`src/rtl/nfc_pkg.sv`:
```
// shared codes, types and format helpers of the format converter
package nfc_pkg;

    localparam logic [2:0] FMT_I8   = 3'd0;
    localparam logic [2:0] FMT_I16  = 3'd1;
    localparam logic [2:0] FMT_I32  = 3'd2;
    localparam logic [2:0] FMT_BF16 = 3'd3;
    localparam logic [2:0] FMT_F16  = 3'd4;
    localparam logic [2:0] FMT_TF32 = 3'd5;
    localparam logic [2:0] FMT_F32  = 3'd6;

    localparam logic [2:0] RM_RNE = 3'd0;
    localparam logic [2:0] RM_RTZ = 3'd1;
    localparam logic [2:0] RM_RUP = 3'd2;
    localparam logic [2:0] RM_RDN = 3'd3;
    localparam logic [2:0] RM_RNA = 3'd4;

    localparam logic [1:0] ST_OK      = 2'd0;
    localparam logic [1:0] ST_INVALID = 2'd1;
    localparam logic [1:0] ST_UNSUP   = 2'd2;

    localparam logic [1:0] REG_SRC_FMT = 2'd0;
    localparam logic [1:0] REG_DST_FMT = 2'd1;
    localparam logic [1:0] REG_RND     = 2'd2;

    localparam int PADDR_W = 4;
    localparam int MAX_INFLIGHT = 4;

    // per-word flags carried down the pipe
    typedef struct packed {
        logic        sign;
        logic        nan;
        logic        inf;
        logic        zero;
        logic        unsup;
        logic [22:0] smant;
        logic [4:0]  smw;
    } t_flags;

    function automatic logic [4:0] fmt_mw(input logic [2:0] f);
        logic [4:0] mw;
        case (f)
            FMT_BF16: mw = 5'd7;
            FMT_F16:  mw = 5'd10;
            FMT_TF32: mw = 5'd10;
            default:  mw = 5'd23;
        endcase
        return mw;
    endfunction

    function automatic logic [7:0] fmt_bias(input logic [2:0] f);
        return (f == FMT_F16) ? 8'd15 : 8'd127;
    endfunction

    function automatic logic [7:0] fmt_emax(input logic [2:0] f);
        return (f == FMT_F16) ? 8'd31 : 8'd255;
    endfunction

    function automatic logic [31:0] fp_pack(input logic [2:0] f, input logic s,
                                            input logic [7:0] e, input logic [22:0] m);
        logic [31:0] w;
        case (f)
            FMT_BF16: w = {16'd0, s, e, m[6:0]};
            FMT_F16:  w = {16'd0, s, e[4:0], m[9:0]};
            FMT_TF32: w = {s, e, m[9:0], 13'd0};
            default:  w = {s, e, m};
        endcase
        return w;
    endfunction

    function automatic logic round_inc(input logic [2:0] mode, input logic neg,
                                       input logic g, input logic st, input logic lsb);
        logic inc;
        case (mode)
            RM_RTZ:  inc = 1'b0;
            RM_RUP:  inc = (g | st) & ~neg;
            RM_RDN:  inc = (g | st) & neg;
            RM_RNA:  inc = g;
            default: inc = g & (st | lsb);
        endcase
        return inc;
    endfunction

endpackage

```
`src/rtl/numeric_format_converter_core.sv`:
```
// numeric format converter: int8/16/32 and bf16/f16/tf32/f32 conversion pipeline
// One word enters per cycle when the pipe is not stalled and passes through the registered
// stages decode, normalize, round and pack; each stage holds its word only while the
// stage after it is full and stalled, so back-pressure on the output fills the
// pipe up to four words before the input stops. Formats and rounding mode come
// from three APB registers at byte addresses 0, 4 and 8 (source format, destination format,
// rounding mode). The user must change them only while the pipe is empty; it is not enforced.
// o_status reports 1 for NaN, infinity or out-of-range float to int, and 2 for an
// int to int pair or an unused format code; the result word is zero in both cases.
module numeric_format_converter_core (
    input  logic                        i_clk,
    input  logic                        i_rst_n,
    input  logic                        psel,
    input  logic                        penable,
    input  logic                        pwrite,
    input  logic [nfc_pkg::PADDR_W-1:0] paddr,
    input  logic [31:0]                 pwdata,
    output logic [31:0]                 prdata,
    output logic                        pready,
    input  logic                        i_valid,
    output logic                        o_ready,
    input  logic [31:0]                 i_source_word,
    output logic                        o_valid,
    input  logic                        i_ready,
    output logic [31:0]                 o_result_word,
    output logic [1:0]                  o_status
);
    import nfc_pkg::*;

    logic [2:0] r_src_fmt, r_dst_fmt, r_mode;

    // config port
    assign pready = 1'b1;
    always_ff @(posedge i_clk) begin
        if (!i_rst_n) begin
            r_src_fmt <= FMT_F32;
            r_dst_fmt <= FMT_F32;
            r_mode    <= RM_RNE;
        end else if (psel && penable && pwrite) begin
            unique case (paddr[3:2])
                REG_SRC_FMT: r_src_fmt <= pwdata[2:0];
                REG_DST_FMT: r_dst_fmt <= pwdata[2:0];
                REG_RND:     r_mode    <= pwdata[2:0];
                default: ;
            endcase
        end
    end

    always_comb begin
        unique case (paddr[3:2])
            REG_SRC_FMT: prdata = {29'd0, r_src_fmt};
            REG_DST_FMT: prdata = {29'd0, r_dst_fmt};
            REG_RND:     prdata = {29'd0, r_mode};
            default:     prdata = 32'd0;
        endcase
    end

    // stage valid bits and ready chain
    logic r_v1, r_v2, r_v3, r_v4;
    logic rdy1, rdy2, rdy3, rdy4;
    assign rdy4    = !r_v4 || i_ready;
    assign rdy3    = !r_v3 || rdy4;
    assign rdy2    = !r_v2 || rdy3;
    assign rdy1    = !r_v1 || rdy2;
    assign o_ready = rdy1;
    assign o_valid = r_v4;

    always_ff @(posedge i_clk) begin
        if (!i_rst_n) begin
            r_v1 <= 1'b0;
            r_v2 <= 1'b0;
            r_v3 <= 1'b0;
            r_v4 <= 1'b0;
        end else begin
            if (rdy1) r_v1 <= i_valid;
            if (rdy2) r_v2 <= r_v1;
            if (rdy3) r_v3 <= r_v2;
            if (rdy4) r_v4 <= r_v3;
        end
    end

    // stage 1: decode
    t_flags             n_f1;
    logic [31:0]        n_mag1;
    logic signed [9:0]  n_ex1;
    logic [31:0]        d_iv;
    logic [7:0]         d_ef, d_emax, d_bias;
    logic [4:0]         d_mw;

    always_comb begin
        n_f1       = '0;
        n_mag1     = '0;
        n_ex1      = '0;
        d_iv       = '0;
        d_ef       = '0;
        d_mw       = fmt_mw(r_src_fmt);
        d_bias     = fmt_bias(r_src_fmt);
        d_emax     = fmt_emax(r_src_fmt);
        n_f1.unsup = (r_src_fmt > FMT_F32) || (r_dst_fmt > FMT_F32)
                     || (r_src_fmt <= FMT_I32 && r_dst_fmt <= FMT_I32);
        if (r_src_fmt <= FMT_I32) begin
            case (r_src_fmt)
                FMT_I8:  d_iv = {{24{i_source_word[7]}}, i_source_word[7:0]};
                FMT_I16: d_iv = {{16{i_source_word[15]}}, i_source_word[15:0]};
                default: d_iv = i_source_word;
            endcase
            n_f1.sign = d_iv[31];
            n_mag1    = d_iv[31] ? (~d_iv + 32'd1) : d_iv;
            n_f1.zero = (d_iv == 32'd0);
        end else begin
            case (r_src_fmt)
                FMT_BF16: begin
                    n_f1.sign  = i_source_word[15];
                    d_ef       = i_source_word[14:7];
                    n_f1.smant = {16'd0, i_source_word[6:0]};
                end
                FMT_F16: begin
                    n_f1.sign  = i_source_word[15];
                    d_ef       = {3'd0, i_source_word[14:10]};
                    n_f1.smant = {13'd0, i_source_word[9:0]};
                end
                FMT_TF32: begin
                    n_f1.sign  = i_source_word[31];
                    d_ef       = i_source_word[30:23];
                    n_f1.smant = {13'd0, i_source_word[22:13]};
                end
                default: begin
                    n_f1.sign  = i_source_word[31];
                    d_ef       = i_source_word[30:23];
                    n_f1.smant = i_source_word[22:0];
                end
            endcase
            n_f1.smw = d_mw;
            if (d_ef == d_emax) begin
                n_f1.inf = (n_f1.smant == 23'd0);
                n_f1.nan = (n_f1.smant != 23'd0);
            end else if (d_ef == 8'd0) begin
                n_f1.zero = (n_f1.smant == 23'd0);
                n_mag1    = {9'd0, n_f1.smant};
                n_ex1     = 10'sd1 - $signed({2'b00, d_bias}) - $signed({5'd0, d_mw});
            end else begin
                n_mag1 = {9'd0, n_f1.smant} | (32'd1 << d_mw);
                n_ex1  = $signed({2'b00, d_ef}) - $signed({2'b00, d_bias})
                         - $signed({5'd0, d_mw});
            end
        end
    end

    t_flags            r_f1;
    logic [31:0]       r_mag1;
    logic signed [9:0] r_ex1;
    always_ff @(posedge i_clk) begin
        if (rdy1) begin
            r_f1   <= n_f1;
            r_mag1 <= n_mag1;
            r_ex1  <= n_ex1;
        end
    end

    // stage 2: leading one and shift amount
    logic [4:0]         s2_tb;
    logic signed [9:0]  s2_e, s2_emin, s2_qb, n_q2;
    logic signed [10:0] s2_sh;
    logic               n_left2, n_big2;
    logic [4:0]         n_shl2;
    logic [5:0]         n_shr2;

    always_comb begin
        s2_tb = '0;
        for (int i = 0; i < 32; i++) begin
            if (r_mag1[i]) s2_tb = 5'(i);
        end
        s2_e    = $signed({5'd0, s2_tb}) + r_ex1;
        s2_emin = 10'sd1 - $signed({2'b00, fmt_bias(r_dst_fmt)});
        s2_qb   = (s2_e < s2_emin) ? s2_emin : s2_e;
        n_q2    = s2_qb - $signed({5'd0, fmt_mw(r_dst_fmt)});
        n_big2  = 1'b0;
        if (r_dst_fmt <= FMT_I32) begin
            s2_sh  = -$signed({r_ex1[9], r_ex1});
            n_big2 = (s2_e >= 10'sd32);
        end else begin
            s2_sh = $signed({n_q2[9], n_q2}) - $signed({r_ex1[9], r_ex1});
        end
        n_left2 = (s2_sh <= 11'sd0);
        n_shl2  = 5'(-s2_sh);
        n_shr2  = (s2_sh > 11'sd40) ? 6'd40 : 6'(s2_sh);
    end

    t_flags            r_f2;
    logic [31:0]       r_mag2;
    logic signed [9:0] r_q2;
    logic              r_left2, r_big2;
    logic [4:0]        r_shl2;
    logic [5:0]        r_shr2;
    always_ff @(posedge i_clk) begin
        if (rdy2) begin
            r_f2    <= r_f1;
            r_mag2  <= r_mag1;
            r_q2    <= n_q2;
            r_left2 <= n_left2;
            r_big2  <= n_big2;
            r_shl2  <= n_shl2;
            r_shr2  <= n_shr2;
        end
    end

    // stage 3: align and round
    logic [63:0] s3_wide;
    logic [33:0] s3_base, n_n3;
    logic        s3_g, s3_st, s3_inc;
    logic [5:0]  s3_gi;

    always_comb begin
        s3_wide = {32'd0, r_mag2};
        s3_gi   = r_shr2 - 6'd1;
        s3_g    = s3_wide[s3_gi];
        s3_st   = |(s3_wide & ((64'd1 << s3_gi) - 64'd1));
        s3_base = r_left2 ? (34'(r_mag2) << r_shl2) : 34'(s3_wide >> r_shr2);
        s3_inc  = !r_left2 && round_inc(r_mode, r_f2.sign, s3_g, s3_st, s3_base[0]);
        n_n3    = s3_base + 34'(s3_inc);
    end

    t_flags            r_f3;
    logic [33:0]       r_n3;
    logic signed [9:0] r_q3;
    logic              r_big3;
    always_ff @(posedge i_clk) begin
        if (rdy3) begin
            r_f3   <= r_f2;
            r_n3   <= n_n3;
            r_q3   <= r_q2;
            r_big3 <= r_big2;
        end
    end

    // stage 4: pack and range check
    logic [4:0]         s4_mw;
    logic [7:0]         s4_emax, s4_bias;
    logic               s4_ovf, s4_norm, s4_inf_ok, s4_bad;
    logic [33:0]        s4_n, s4_lim, s4_v;
    logic signed [9:0]  s4_q;
    logic signed [10:0] s4_eb;
    logic [22:0]        s4_mmask, s4_pm;
    logic [5:0]         s4_w;
    logic [31:0]        n_res;
    logic [1:0]         n_st;

    always_comb begin
        s4_mw     = fmt_mw(r_dst_fmt);
        s4_emax   = fmt_emax(r_dst_fmt);
        s4_bias   = fmt_bias(r_dst_fmt);
        s4_mmask  = (23'd1 << s4_mw) - 23'd1;
        s4_ovf    = (r_n3 >> (s4_mw + 5'd1)) != 34'd0;
        s4_n      = s4_ovf ? (r_n3 >> 1) : r_n3;
        s4_q      = r_q3 + $signed({9'd0, s4_ovf});
        s4_norm   = (s4_n >> s4_mw) != 34'd0;
        s4_eb     = $signed({s4_q[9], s4_q}) + $signed({6'd0, s4_mw})
                    + $signed({3'd0, s4_bias});
        s4_inf_ok = !((r_mode == RM_RTZ) || (r_mode == RM_RUP && r_f3.sign)
                      || (r_mode == RM_RDN && !r_f3.sign));
        s4_pm     = (s4_mw >= r_f3.smw) ? (r_f3.smant << (s4_mw - r_f3.smw))
                                        : (r_f3.smant >> (r_f3.smw - s4_mw));
        s4_pm     = s4_pm | (23'd1 << (s4_mw - 5'd1));
        s4_w      = (r_dst_fmt == FMT_I8) ? 6'd8 : (r_dst_fmt == FMT_I16) ? 6'd16 : 6'd32;
        s4_lim    = 34'd1 << (s4_w - 6'd1);
        s4_v      = r_f3.sign ? (~r_n3 + 34'd1) : r_n3;
        s4_bad    = 1'b0;
        n_res     = '0;
        n_st      = ST_OK;
        if (r_f3.unsup) begin
            n_st = ST_UNSUP;
        end else if (r_dst_fmt > FMT_I32) begin
            if (r_f3.nan) begin
                n_res = fp_pack(r_dst_fmt, r_f3.sign, s4_emax, s4_pm);
            end else if (r_f3.inf) begin
                n_res = fp_pack(r_dst_fmt, r_f3.sign, s4_emax, 23'd0);
            end else if (r_f3.zero) begin
                n_res = fp_pack(r_dst_fmt, r_f3.sign, 8'd0, 23'd0);
            end else if (s4_norm) begin
                if (s4_eb >= $signed({3'd0, s4_emax})) begin
                    n_res = s4_inf_ok ? fp_pack(r_dst_fmt, r_f3.sign, s4_emax, 23'd0)
                                      : fp_pack(r_dst_fmt, r_f3.sign, s4_emax - 8'd1,
                                                s4_mmask);
                end else begin
                    n_res = fp_pack(r_dst_fmt, r_f3.sign, s4_eb[7:0],
                                    s4_n[22:0] & s4_mmask);
                end
            end else begin
                n_res = fp_pack(r_dst_fmt, r_f3.sign, 8'd0, s4_n[22:0]);
            end
        end else begin
            s4_bad = r_f3.nan || r_f3.inf
                     || (!r_f3.zero && (r_big3 || (r_f3.sign ? (r_n3 > s4_lim)
                                                             : (r_n3 >= s4_lim))));
            if (s4_bad) begin
                n_st = ST_INVALID;
            end else begin
                n_res = s4_v[31:0] & 32'((34'd1 << s4_w) - 34'd1);
            end
        end
    end

    logic [31:0] r_res;
    logic [1:0]  r_st;
    always_ff @(posedge i_clk) begin
        if (rdy4) begin
            r_res <= n_res;
            r_st  <= n_st;
        end
    end
    assign o_result_word = r_res;
    assign o_status      = r_st;

endmodule

```
`config.mk`:
```
export PLATFORM = sky130hd
export DESIGN_NAME = numeric_format_converter_core
export DESIGN_NICKNAME = d
export VERILOG_FILES = /design/src/rtl/nfc_pkg.sv /design/src/rtl/numeric_format_converter_core.sv
export SDC_FILE = /design/constraint.sdc
export NUM_CORES = 1
export LEC_CHECK = 0
export ABC_AREA = 1
export BUFFER_PORTS_ARGS = -buffer_cell sky130_fd_sc_hd__buf_2
export CORE_MARGIN = 2
export CORE_UTILIZATION = 35
export DETAILED_ROUTE_END_ITERATION = 6
export SETUP_SLACK_MARGIN = 0.1
export SLEW_MARGIN = 0
export SYNTH_ARGS = -nofsm -noshare
export SYNTH_HDL_FRONTEND = slang
export SYNTH_SLANG_ARGS = --single-unit
```
`constraint.sdc`:
```
create_clock -name i_clk -period 7.8 [get_ports i_clk]
set_input_delay 0.39 -clock i_clk [delete_from_list [all_inputs] [get_ports i_clk]]
set_output_delay 0.39 -clock i_clk [all_outputs]
set_load 0.02 [all_outputs]
```
Word-level counts from Yosys, hierarchy flattened:

Cells that the tools add are included.

* register bits after elaboration: 288
* bits of input ports: 75
* output and inout port bits: 69

* add/sub/neg operators: 26
* $lt $le $gt $ge: 14
* equal/unequal tests: 15
* shift operators: 12
* multiplexer cells: 81
* bitwise operators: 14
* reduce and logical (&&, ||, !) cells: 45

Operators by type and width (number)
* $mux 32: 15
* $pmux 32 s3: 4
* $mux 5: 30
* $pmux 32 s2: 2
* $pmux 23 s3: 1
* $mux 34: 2
* $reduce_bool 34->1: 2
* $shr 34x5->34: 2
* $add 32x1->32 const B: 2
* $and 32x64->64: 1
* $not 32->32: 2
* $reduce_or 64->1: 1
* $shl 1x6->64 const A: 1
* $sub 64x1->64 const B: 1
* $mux 23: 2
* $shl 1x5->23 const A: 2
* $add 34x1->34: 1
* $ge 34x34->1: 1
* $gt 34x34->1: 1
* $shl 1x6->34 const A: 1
* $shl 32x5->34: 1
* $shr 32x6->34: 1
* $and 32x32->32: 1
* $logic_not 32->1: 1
* 66 further kinds: 129

Depth between registers and ports, before layout:

Gate-level depths: netlist of the first run.

* word-level depth: 38
* mapped depth: 70
* gate-level depth less buffers: 70

Worst setup path after synthesis of the first run:

OpenSTA, ideal clock, no wires.

* path kind: register to register
* start: register r_mag1[3]
* end: register r_shr2[3], data pin
* library setup time: 0.255 ns
* data arrival time: 6.531 ns
* required time: 7.545 ns
* slack: 1.014 ns
* cell stages (with the launch flop): 61
* path buffers: 0
* path through: edfxtp_1 inv_1 nand2_1 nand2_1 nand2_1 nand2_1 nand2_1 nand2_1 nand2_1 nand2_1 nand2_1 nand2_1 nand2_1 nand2_1 nand2_1 nand2_1 nand2_1 nand2_1 (+25 left out) ha_1 a31oi_1 xor2_1 inv_1 ha_1 nand2_1 nor2_1 a211oi_1 nor2_1 o21ai_0 nand2_1 a21oi_1 o21ai_0 xor2_1 a221oi_1 nand4_1 nand2_1 nand2_1

* longest elaborated chain between the ends: 36

RTL lines
* start: declaration: RTL line numeric_format_converter_core.sv:150 `logic [31:0] r_mag1;`
* start signal: assignment: RTL line numeric_format_converter_core.sv:155 `r_mag1 <= n_mag1;`
* $mux 5 * (29 in series): RTL line numeric_format_converter_core.sv:171 `if (r_mag1[i]) s2_tb = 5'(i);`
* $add 6x10->10 *: RTL line numeric_format_converter_core.sv:173 `s2_e = $signed({5'd0, s2_tb}) + r_ex1;`
* $lt 10x8->1: RTL line numeric_format_converter_core.sv:175 `s2_qb = (s2_e < s2_emin) ? s2_emin : s2_e;`
* $mux 10 *: RTL line numeric_format_converter_core.sv:175
* $sub 10x6->10 *: RTL line numeric_format_converter_core.sv:176 `n_q2 = s2_qb - $signed({5'd0, fmt_mw(r_dst_fmt)});`
* named net n_q2[3]: RTL line numeric_format_converter_core.sv:162 `logic signed [9:0] s2_e, s2_emin, s2_qb, n_q2;`
* $sub 10x10->11 *: RTL line numeric_format_converter_core.sv:182 `s2_sh = $signed({n_q2[9], n_q2}) - $signed({r_ex1[9], r_ex1});`
* $mux 11 *: RTL line numeric_format_converter_core.sv:178 `if (r_dst_fmt <= FMT_I32) begin`
* $gt 11x7->1: RTL line numeric_format_converter_core.sv:186 `n_shr2 = (s2_sh > 11'sd40) ? 6'd40 : 6'(s2_sh);`
* end signal: assignment: RTL line numeric_format_converter_core.sv:203 `r_shr2 <= n_shr2;`
* end: declaration: RTL line numeric_format_converter_core.sv:194 `logic [5:0] r_shr2;`

The timed path passes the listed nets; every way through them passes the cells marked *.
A chain may end at the register's enable or synchronous reset.

Worst setup path after layout of the first run:

* start: register r_dst_fmt[0]
* end: register r_res[12] (netlist: o_result_word[12]), data pin

* longest elaborated chain between the ends: 16
* elaborated cells between the ends (all ways): 59

RTL lines
* start: declaration: RTL line numeric_format_converter_core.sv:30 `logic [2:0] r_src_fmt, r_dst_fmt, r_mode;`
* start signal: assignment: RTL line numeric_format_converter_core.sv:42 `REG_DST_FMT: r_dst_fmt <= pwdata[2:0];`
* $eq 3x3->1, on equally long branches
* $reduce_or 2->1 (no source line)
* $pmux 5 s2: RTL line nfc_pkg.sv:42 `case (f)`
* $add 5x1->5: RTL line numeric_format_converter_core.sv:253 `s4_ovf = (r_n3 >> (s4_mw + 5'd1)) != 34'd0;`
* $shr 34x5->34: RTL line numeric_format_converter_core.sv:253
* $reduce_bool 34->1: RTL line numeric_format_converter_core.sv:253
* $add 10x2->10: RTL line numeric_format_converter_core.sv:255 `s4_q = r_q3 + $signed({9'd0, s4_ovf});`
* $add 10x6->11: RTL line numeric_format_converter_core.sv:257 `s4_eb = $signed({s4_q[9], s4_q}) + $signed({6'd0, s4_mw})`
* $add 11x8->11: RTL line numeric_format_converter_core.sv:258 `+ $signed({3'd0, s4_bias});`
* $ge 11x9->1 or $pmux 32 s3 (tied branches): RTL line numeric_format_converter_core.sv:280, nfc_pkg.sv:62
* $mux 32: RTL line numeric_format_converter_core.sv:280 `if (s4_eb >= $signed({3'd0, s4_emax})) begin`
* $mux 32: RTL line numeric_format_converter_core.sv:279 `end else if (s4_norm) begin`
* $mux 32: RTL line numeric_format_converter_core.sv:277 `end else if (r_f3.zero) begin`
* $mux 32: RTL line numeric_format_converter_core.sv:275 `end else if (r_f3.inf) begin`
* $mux 32: RTL line numeric_format_converter_core.sv:273 `if (r_f3.nan) begin`
* $mux 32 *: RTL line numeric_format_converter_core.sv:272 `end else if (r_dst_fmt > FMT_I32) begin`
* end signal: assignment: RTL line numeric_format_converter_core.sv:307 `r_res <= n_res;`
* end: declaration: RTL line numeric_format_converter_core.sv:303 `logic [31:0] r_res;`

Mark *: on every way between the ends. The rest lies on a longest branch, timed or not.

==> flow_summary_export.csv, run 1 <==
group,metric,value,unit
run_status,status,"finished clean",
setup_path,crit_family,"simple AND/OR/NAND/NOR gates",
synthesis,synth_edf_count,272,
placement,place_area,0.0262,sq mm
finish,area_delta_synth_final,10.9,%
clock_network,cts_tree,"done",
synthesis,async_flop_share,0,%
route,ant_nets,0,
route,wirelength,84900,microns
global_routing,grt_overflow,0,
synthesis,synth_cells,3689,
finish,diodes,0,
finish,layout-drive-gt1-share,7.98,%
sta,setup_tns,0,ns
sta,setup_viol,0,
sta,fmax,0.137,GHz
global_routing,antenna_found_initial,3,
finish,fin_nets,3884,
synthesis,ys_ff_latch,285,
setup_path,endpoint_kind,"flip-flop",
global_routing,grt_pass1_vias,23386,
global_routing,grt_first_pass_wirelength,131000,microns
clock_network,cts_root_buf,"clkbuf_16",
global_routing,track_usage,22.5,%
sta,min_period,7.30,ns
floorplan,ios,144,
sta,rsz0062_at_grt,"true",
clock_network,clk_pin_slew,0.06,ns
placement,place.gp.congestion,1.00,
setup_path,worstPathMaxFanout,37,
setup_path,critPathSlowestCell,"dfxtp_1",
floorplan,die_area,0.0737,sq mm
synthesis,synth_area_per_cell,6.79,sq um
sta,maxSlewHeadroom,28.8,%
floorplan,die_y,272,microns
setup_path,criticalPathCategory,"flip-flop to flip-flop",
floorplan,die_w,272,microns
placement,port_buffers,82,
route,drtIter0Drc,2519,
setup_path,cp.arrival,7.58,ns
finish,design_area,0.0278,sq mm
route,post-route-drc-count,0,
route,drt-pass1-iter-count,6,
setup_path,crit_top_cell,"nand2_1",
synthesis,synth.most_common_cell,"nand2_1",
clock_network,ctsLongestPathBuffers,3,
setup_path,crit_required,8.08,ns
route,dr_total_vias,24892,
sta,skew,0.0228,ns
sta,worst_slew_pin_slew,1.06,ns
setup_path,max_stage_delay,0.46,ns
setup_path,startpoint_type,"flip-flop",
synthesis,seq_area_frac_synth,33.6,%
setup_path,reg2reg_from,"r_dst_fmt[0]",
synthesis,synth_area_leader_cell,"edfxtp_1",
synthesis,synth.distinct_cells,68,
pwr,leakage,12.4,nW
floorplan,start_util,35.2,%
floorplan,core_area,0.0711,sq mm
min_path,hold_path_class,"input pin to flip-flop",
synthesis,ys_warn_count,0,
flow_run,cap_viol_max_count,0,
synthesis,synth_top_area_share,32.6,%
pwr,ir_worst_vdd,0.235,mV
sta,final_hold_viol_count,0,
route,wl_per_cell,18.1,microns
route,avgViaCountPerCell,5.30,
clock_network,h-tree-depth,2,
min_path,min-delay-start,"i_valid",
sta,period_share,93.5,%
setup_path,crit_buf_inv,7,
synthesis,synth_ff_type,"edfxtp_1",
synthesis,ys_top_cells_by_area,"edfxtp_1, nand2_1, o21ai_0, inv_1, nor2_1",
sta,slew_viol_final,0,
setup_path,worstSetupStartpoint,"r_dst_fmt[0]",
clock_network,cts_made_buffers,35,
clock_network,clkSinkCount,285,
floorplan,rows,98,
pwr,power_density,383,mW/mm^2
synthesis,yosys-top-cells-count,"nand2_1, inv_1, nor2_1",
global_routing,grt_max_degree,77,
placement,dpl.hpwl,68000,microns
clock_network,clk_latency,0.55,ns
synthesis,syn_area,0.0251,sq mm
through the flow:
| step | instances | utilization, % | worst slack [ns] | power, mW | hold slack (ns) |
|---|---|---|---|---|---|
| 2_1_floorplan | 3717 | - | 1.01 | 6.85 | 0.400 |
| 3_3_place_gp | 4624 | 36.9 | 0.138 | 8.47 | 0.400 |
| 3_5_place_dp | 4624 | 36.9 | 0.100 | 8.48 | 0.405 |
| 4_1_cts | 4686 | 38.7 | 0.142 | 10.3 | 0.0640 |
| 5_1_grt | 4696 | 39.1 | 0.000886 | 11.6 | 0.0868 |
| 6_report | 4696 | 39.1 | 0.504 | 10.7 | 0.0834 |
routing by layer:
metal | track usage [%] | part of all wire [%] | up-vias
li1 | - | - | 12354
met1 | 29.9 | 44 | 11394
met2 | 36.4 | 44 | 907
met3 | 2.83 | 6.2 | 237
met4 | 10.6 | 5.0 | 0
met5 | 0 | 0 | -
registers in the layout, summed over array words and instances (netlist names), 5 cells and up:
name and count:
o_result_word 32, r_ex1 10, r_f1 32, r_f2 32, r_f3 32, r_mag1 32, r_mag2 32, r_n3 34
r_q2 10, r_q3 10, r_shl2 5, r_shr2 6
power by group:
part           switching [mW]  total, mW  leakage [nW]  internal (mW)
clock                   0.648       1.81         0.623           1.17
combinational            4.28       6.40          8.71           2.12
sequential              0.277       2.44          3.08           2.16
total                    5.21       10.7          12.4           5.45
what timing repair did:
| item | CTS | global route |
|---|---|---|
| pin swaps | 0 | 28 |
| buffers inserted | 0 | 10 |
| resized for setup | 1 | 45 |
| setup endpoints to repair | 6 | 30 |
| hold buffers | 0 | 0 |
kinds of logic after synthesis:
family	Yosys count	share of synthesized area [%]
adders and majority gates	88	4.48
other	2	0.0300
buffers and inverters	620	10.1
AOI/OAI and AO/OA	810	18.2
DFF	285	33.6
and+or+nand+nor	1763	29.2
muxes	23	0.919
xor gates and xnor gates	98	3.46
placed cells by master (no fill, tap or decap), types with 7 or more instances in the layout:
| master | instances |
|---|---|
| nand2_2 | 7 |
| o221ai_1 | 13 |
| nor2_2 | 10 |
| nor2_1 | 428 |
| a31oi_1 | 22 |
| mux2i_1 | 23 |
| or2_2 | 26 |
| o21a_1 | 10 |
| buf_4 | 50 |
| ha_1 | 79 |
| clkinv_1 | 11 |
| bufinv_16 | 9 |
| xnor2_1 | 20 |
| conb_1 | 30 |
| nand2_1 | 924 |
| inv_2 | 16 |
| o21bai_1 | 7 |
| dfxtp_1 | 13 |
| o211ai_1 | 35 |
| o31ai_1 | 12 |
| nand3_1 | 237 |
| o22ai_1 | 21 |
| a21oi_1 | 196 |
| nor3_1 | 64 |
| nor4_1 | 11 |
| o21ai_1 | 16 |
| nand4_1 | 24 |
| clkbuf_16 | 37 |
| buf_2 | 82 |
| xor2_1 | 74 |
| o21ai_0 | 407 |
| a21oi_2 | 7 |
| edfxtp_1 | 272 |
| inv_1 | 427 |
cell type report:
class	count	area, sq um
clock buffers	43	948
clock inverters	19	339
fillers	7668	43300
inverters	455	1720
multi-input cells	2812	14400
flip-flops and latches	285	8430
well taps	950	1190
repair buffers	132	786
final timing paths:
| kind | to | slack (ns) | cells after the start |
|---|---|---|---|
| worst min register to register | r_f3[2] | 0.41 | 0 |
| worst max register to register | o_result_word[12] | 0.50 | 37 |
| worst min-delay path | r_v1 | 0.08 | 3 |
| worst max-delay path | o_result_word[12] | 0.50 | 37 |
tightest hold or removal path, delay by kind of cell:
kind / cells / cell delay [ns]
buffers and inverters: 2 / 0.13
AOI/OAI and AO/OA: 1 / 0.05
Note: power is estimated with default switching activity, not from simulation.
==> run 2, diff against run 1 <==
--- a/config.mk
+++ b/config.mk
@@ -10,6 +10,7 @@
 export CORE_MARGIN = 2
 export CORE_UTILIZATION = 35
 export DETAILED_ROUTE_END_ITERATION = 6
+export PLACE_DENSITY = 0.5
 export SETUP_SLACK_MARGIN = 0.1
 export SLEW_MARGIN = 0
 export SYNTH_ARGS = -nofsm -noshare
==> run 2 against run 1 <==
Effect of this change: combinational power hardly changed; total power shrank 2.0%; core utilization down 0.12 points; fmax grew 1.8%; hold slack improved by 0.0036 ns; critical endpoint is now r_shr2[0]; register-to-register slack gained 0.13 ns.
==> flow_summary_export.csv, run 2 (synthesis results as in run 1) <==
group,metric,value,unit
run_status,status,"finished clean",
placement,dpl.hpwl,71800,microns
sta,fmax,0.140,GHz
pwr,leakage,12.4,nW
route,drtIter0Drc,2263,
finish,diodes,0,
finish,final_core_util,39.0,%
clock_network,cts_hold_buf,0,
clock_network,clk_latency,0.56,ns
sta,min_period,7.17,ns
placement,place_area,0.0263,sq mm
sta,worst_slew_pin_slew,1.22,ns
finish,layout.cells.non_filler,4700,
clock_network,h-tree-depth,2,
sta,period_share,91.9,%
global_routing,grt_first_pass_wirelength,137000,microns
floorplan,ios,144,
setup_path,worstPathMaxFanout,4,
setup_path,cp.arrival,7.44,ns
floorplan,rows,98,
finish,fin_nets,3887,
setup_path,criticalPathCategory,"flip-flop to flip-flop",
floorplan,start_util,35.2,%
setup_path,endpoint_kind,"flip-flop",
finish,layout-drive-gt1-share,8.08,%
route,dr_total_vias,24709,
pwr,combPwrFrac,61.5,%
pwr,switching_share,50.1,%
floorplan,die_area,0.0737,sq mm
sta,slew_viol_final,0,
route,post-route-drc-count,0,
clock_network,cts_root_buf,"clkbuf_16",
finish,layout_commonest_cell,"nand2_1",
sta,setup_viol,0,
pwr,p_total,10.4,mW
pwr,seq_power_share,23.2,%
floorplan,die_w,272,microns
finish,largest_reg_flops,34,
sta,maxSlewHeadroom,17.4,%
placement,dp_cells,4629,
finish,regMostFlops,"r_n3",
sta,final_hold_viol_count,0,
clock_network,clk_pin_slew,0.06,ns
pwr,p_sw,5.23,mW
setup_path,max_stage_delay,0.39,ns
sta,postLayoutSetupSlackWorst,0.633,ns
route,wirelength,89200,microns
route,drt-pass1-iter-count,6,
finish,mostFrequentLayoutCells,"nand2_1, nor2_1, inv_1, o21ai_0, edfxtp_1",
clock_network,ctsLongestPathBuffers,3,
route,avgViaCountPerCell,5.26,
global_routing,grt_overflow,0,
pwr,internal_power,5.21,mW
clock_network,cts_tree,"done",
finish,area_delta_synth_final,10.6,%
setup_path,critPathSlowestCell,"edfxtp_1",
clock_network,clkSinkCount,285,
pwr,power_density,377,mW/mm^2
global_routing,track_usage,23.8,%
finish,design_area,0.0277,sq mm
setup_path,startpoint_type,"flip-flop",
setup_path,crit_required,8.07,ns
placement,place.gp.congestion,0.968,
sta,rsz0062_at_grt,"true",
global_routing,grt_max_degree,72,
setup_path,crit_top_cell,"nand2_1",
floorplan,core_area,0.0711,sq mm
finish,n_fill_cell,7816,
placement,post-place-ws,-0.0436,ns
route,ant_nets,0,
clock_network,cts_made_buffers,35,
route,wl_per_cell,19.0,microns
min_path,hold_path_class,"input pin to flip-flop",
global_routing,grt_pass1_vias,23178,
placement,port_buffers,82,
pwr,p_clk_share,15.3,%
pwr,ir_worst_vdd,0.271,mV
global_routing,antenna_found_initial,1,
sta,skew,0.0233,ns
floorplan,die_y,272,microns
flow_run,cap_viol_max_count,0,
-- run 2: cell types whose count changed in the layout (fill, tap and decap cells not counted), moves of 2 or more --
cell / change
ha_1: -3
nand2_2: -2
o21ai_1: +2
inv_1: -3
buf_4: +2
ha_4: +4
clkinv_2: +4
bufinv_16: -7
-- run 2: layout make-up --
cell class	instances	area (sq um)	share of cell area (%)
Multi-Input combinational cell	2812	14400	52.1
Sequential cell	285	8430	30.4
Inverter	455	1720	6.21
Tap cell	950	1190	4.29
Clock buffer	44	941	3.40
Timing Repair Buffer	135	812	2.93
Clock inverter	19	183	0.659
-- run 2: timing repair --
action                     CTS  global route
buffers inserted             2             6
setup endpoints to repair    7            12
pin swaps                    2            24
resized for setup            2            53
hold endpoints to repair     0             0
-- run 2: power by group through the flow --
stage	registers, mW	clock network (mW)	logic, mW
2_1_floorplan	2.43	0	4.42
3_3_place_gp	2.45	0	6.14
3_5_place_dp	2.45	0	6.11
4_1_cts	2.42	1.65	6.15
5_1_grt	2.46	1.70	7.25
6_report	2.42	1.60	6.43
-- run 2: final timing paths --
| kind | start | end | slack, ns | cells after the start |
|---|---|---|---|---|
| setup reg to reg | r_mag1[1] | r_shr2[0] | 0.63 | 65 |
| hold / removal | i_valid | r_v1 | 0.09 | 3 |
| setup / recovery | r_mag1[1] | r_shr2[0] | 0.63 | 65 |
| hold reg to reg | r_f1[28] | r_f2[28] | 0.41 | 0 |
-- run 2: stage by stage --
| step | TNS [ns] | hold WS, ns |
|---|---|---|
| 5_1_grt | 0 | 0.0795 |
| 3_3_place_gp | 0 | 0.402 |
| 2_1_floorplan | 0 | 0.400 |
| 4_1_cts | 0 | 0.0589 |
| 3_5_place_dp | -0.186 | 0.405 |
| 6_report | 0 | 0.0870 |
-- run 2: critical path: cells and delay by family (launching register included) --
family	cells	cell delay, ns
AO/OA/AOI/OAI	11	1.56
XOR/XNOR	2	0.38
adder cells (fa/ha/maj)	7	1.80
buffers and inverters	4	0.23
flip-flops	1	0.39
AND/OR/NAND/NOR	41	2.54
-- run 2: metal layers --
layer | vias up | track usage [%] | wire (microns)
met5 | - | 0 | 0
met4 | 0 | 8.56 | 3340
met3 | 154 | 2.38 | 4340
met2 | 742 | 39.4 | 40900
met1 | 11433 | 32.2 | 40600
li1 | 12380 | - | -
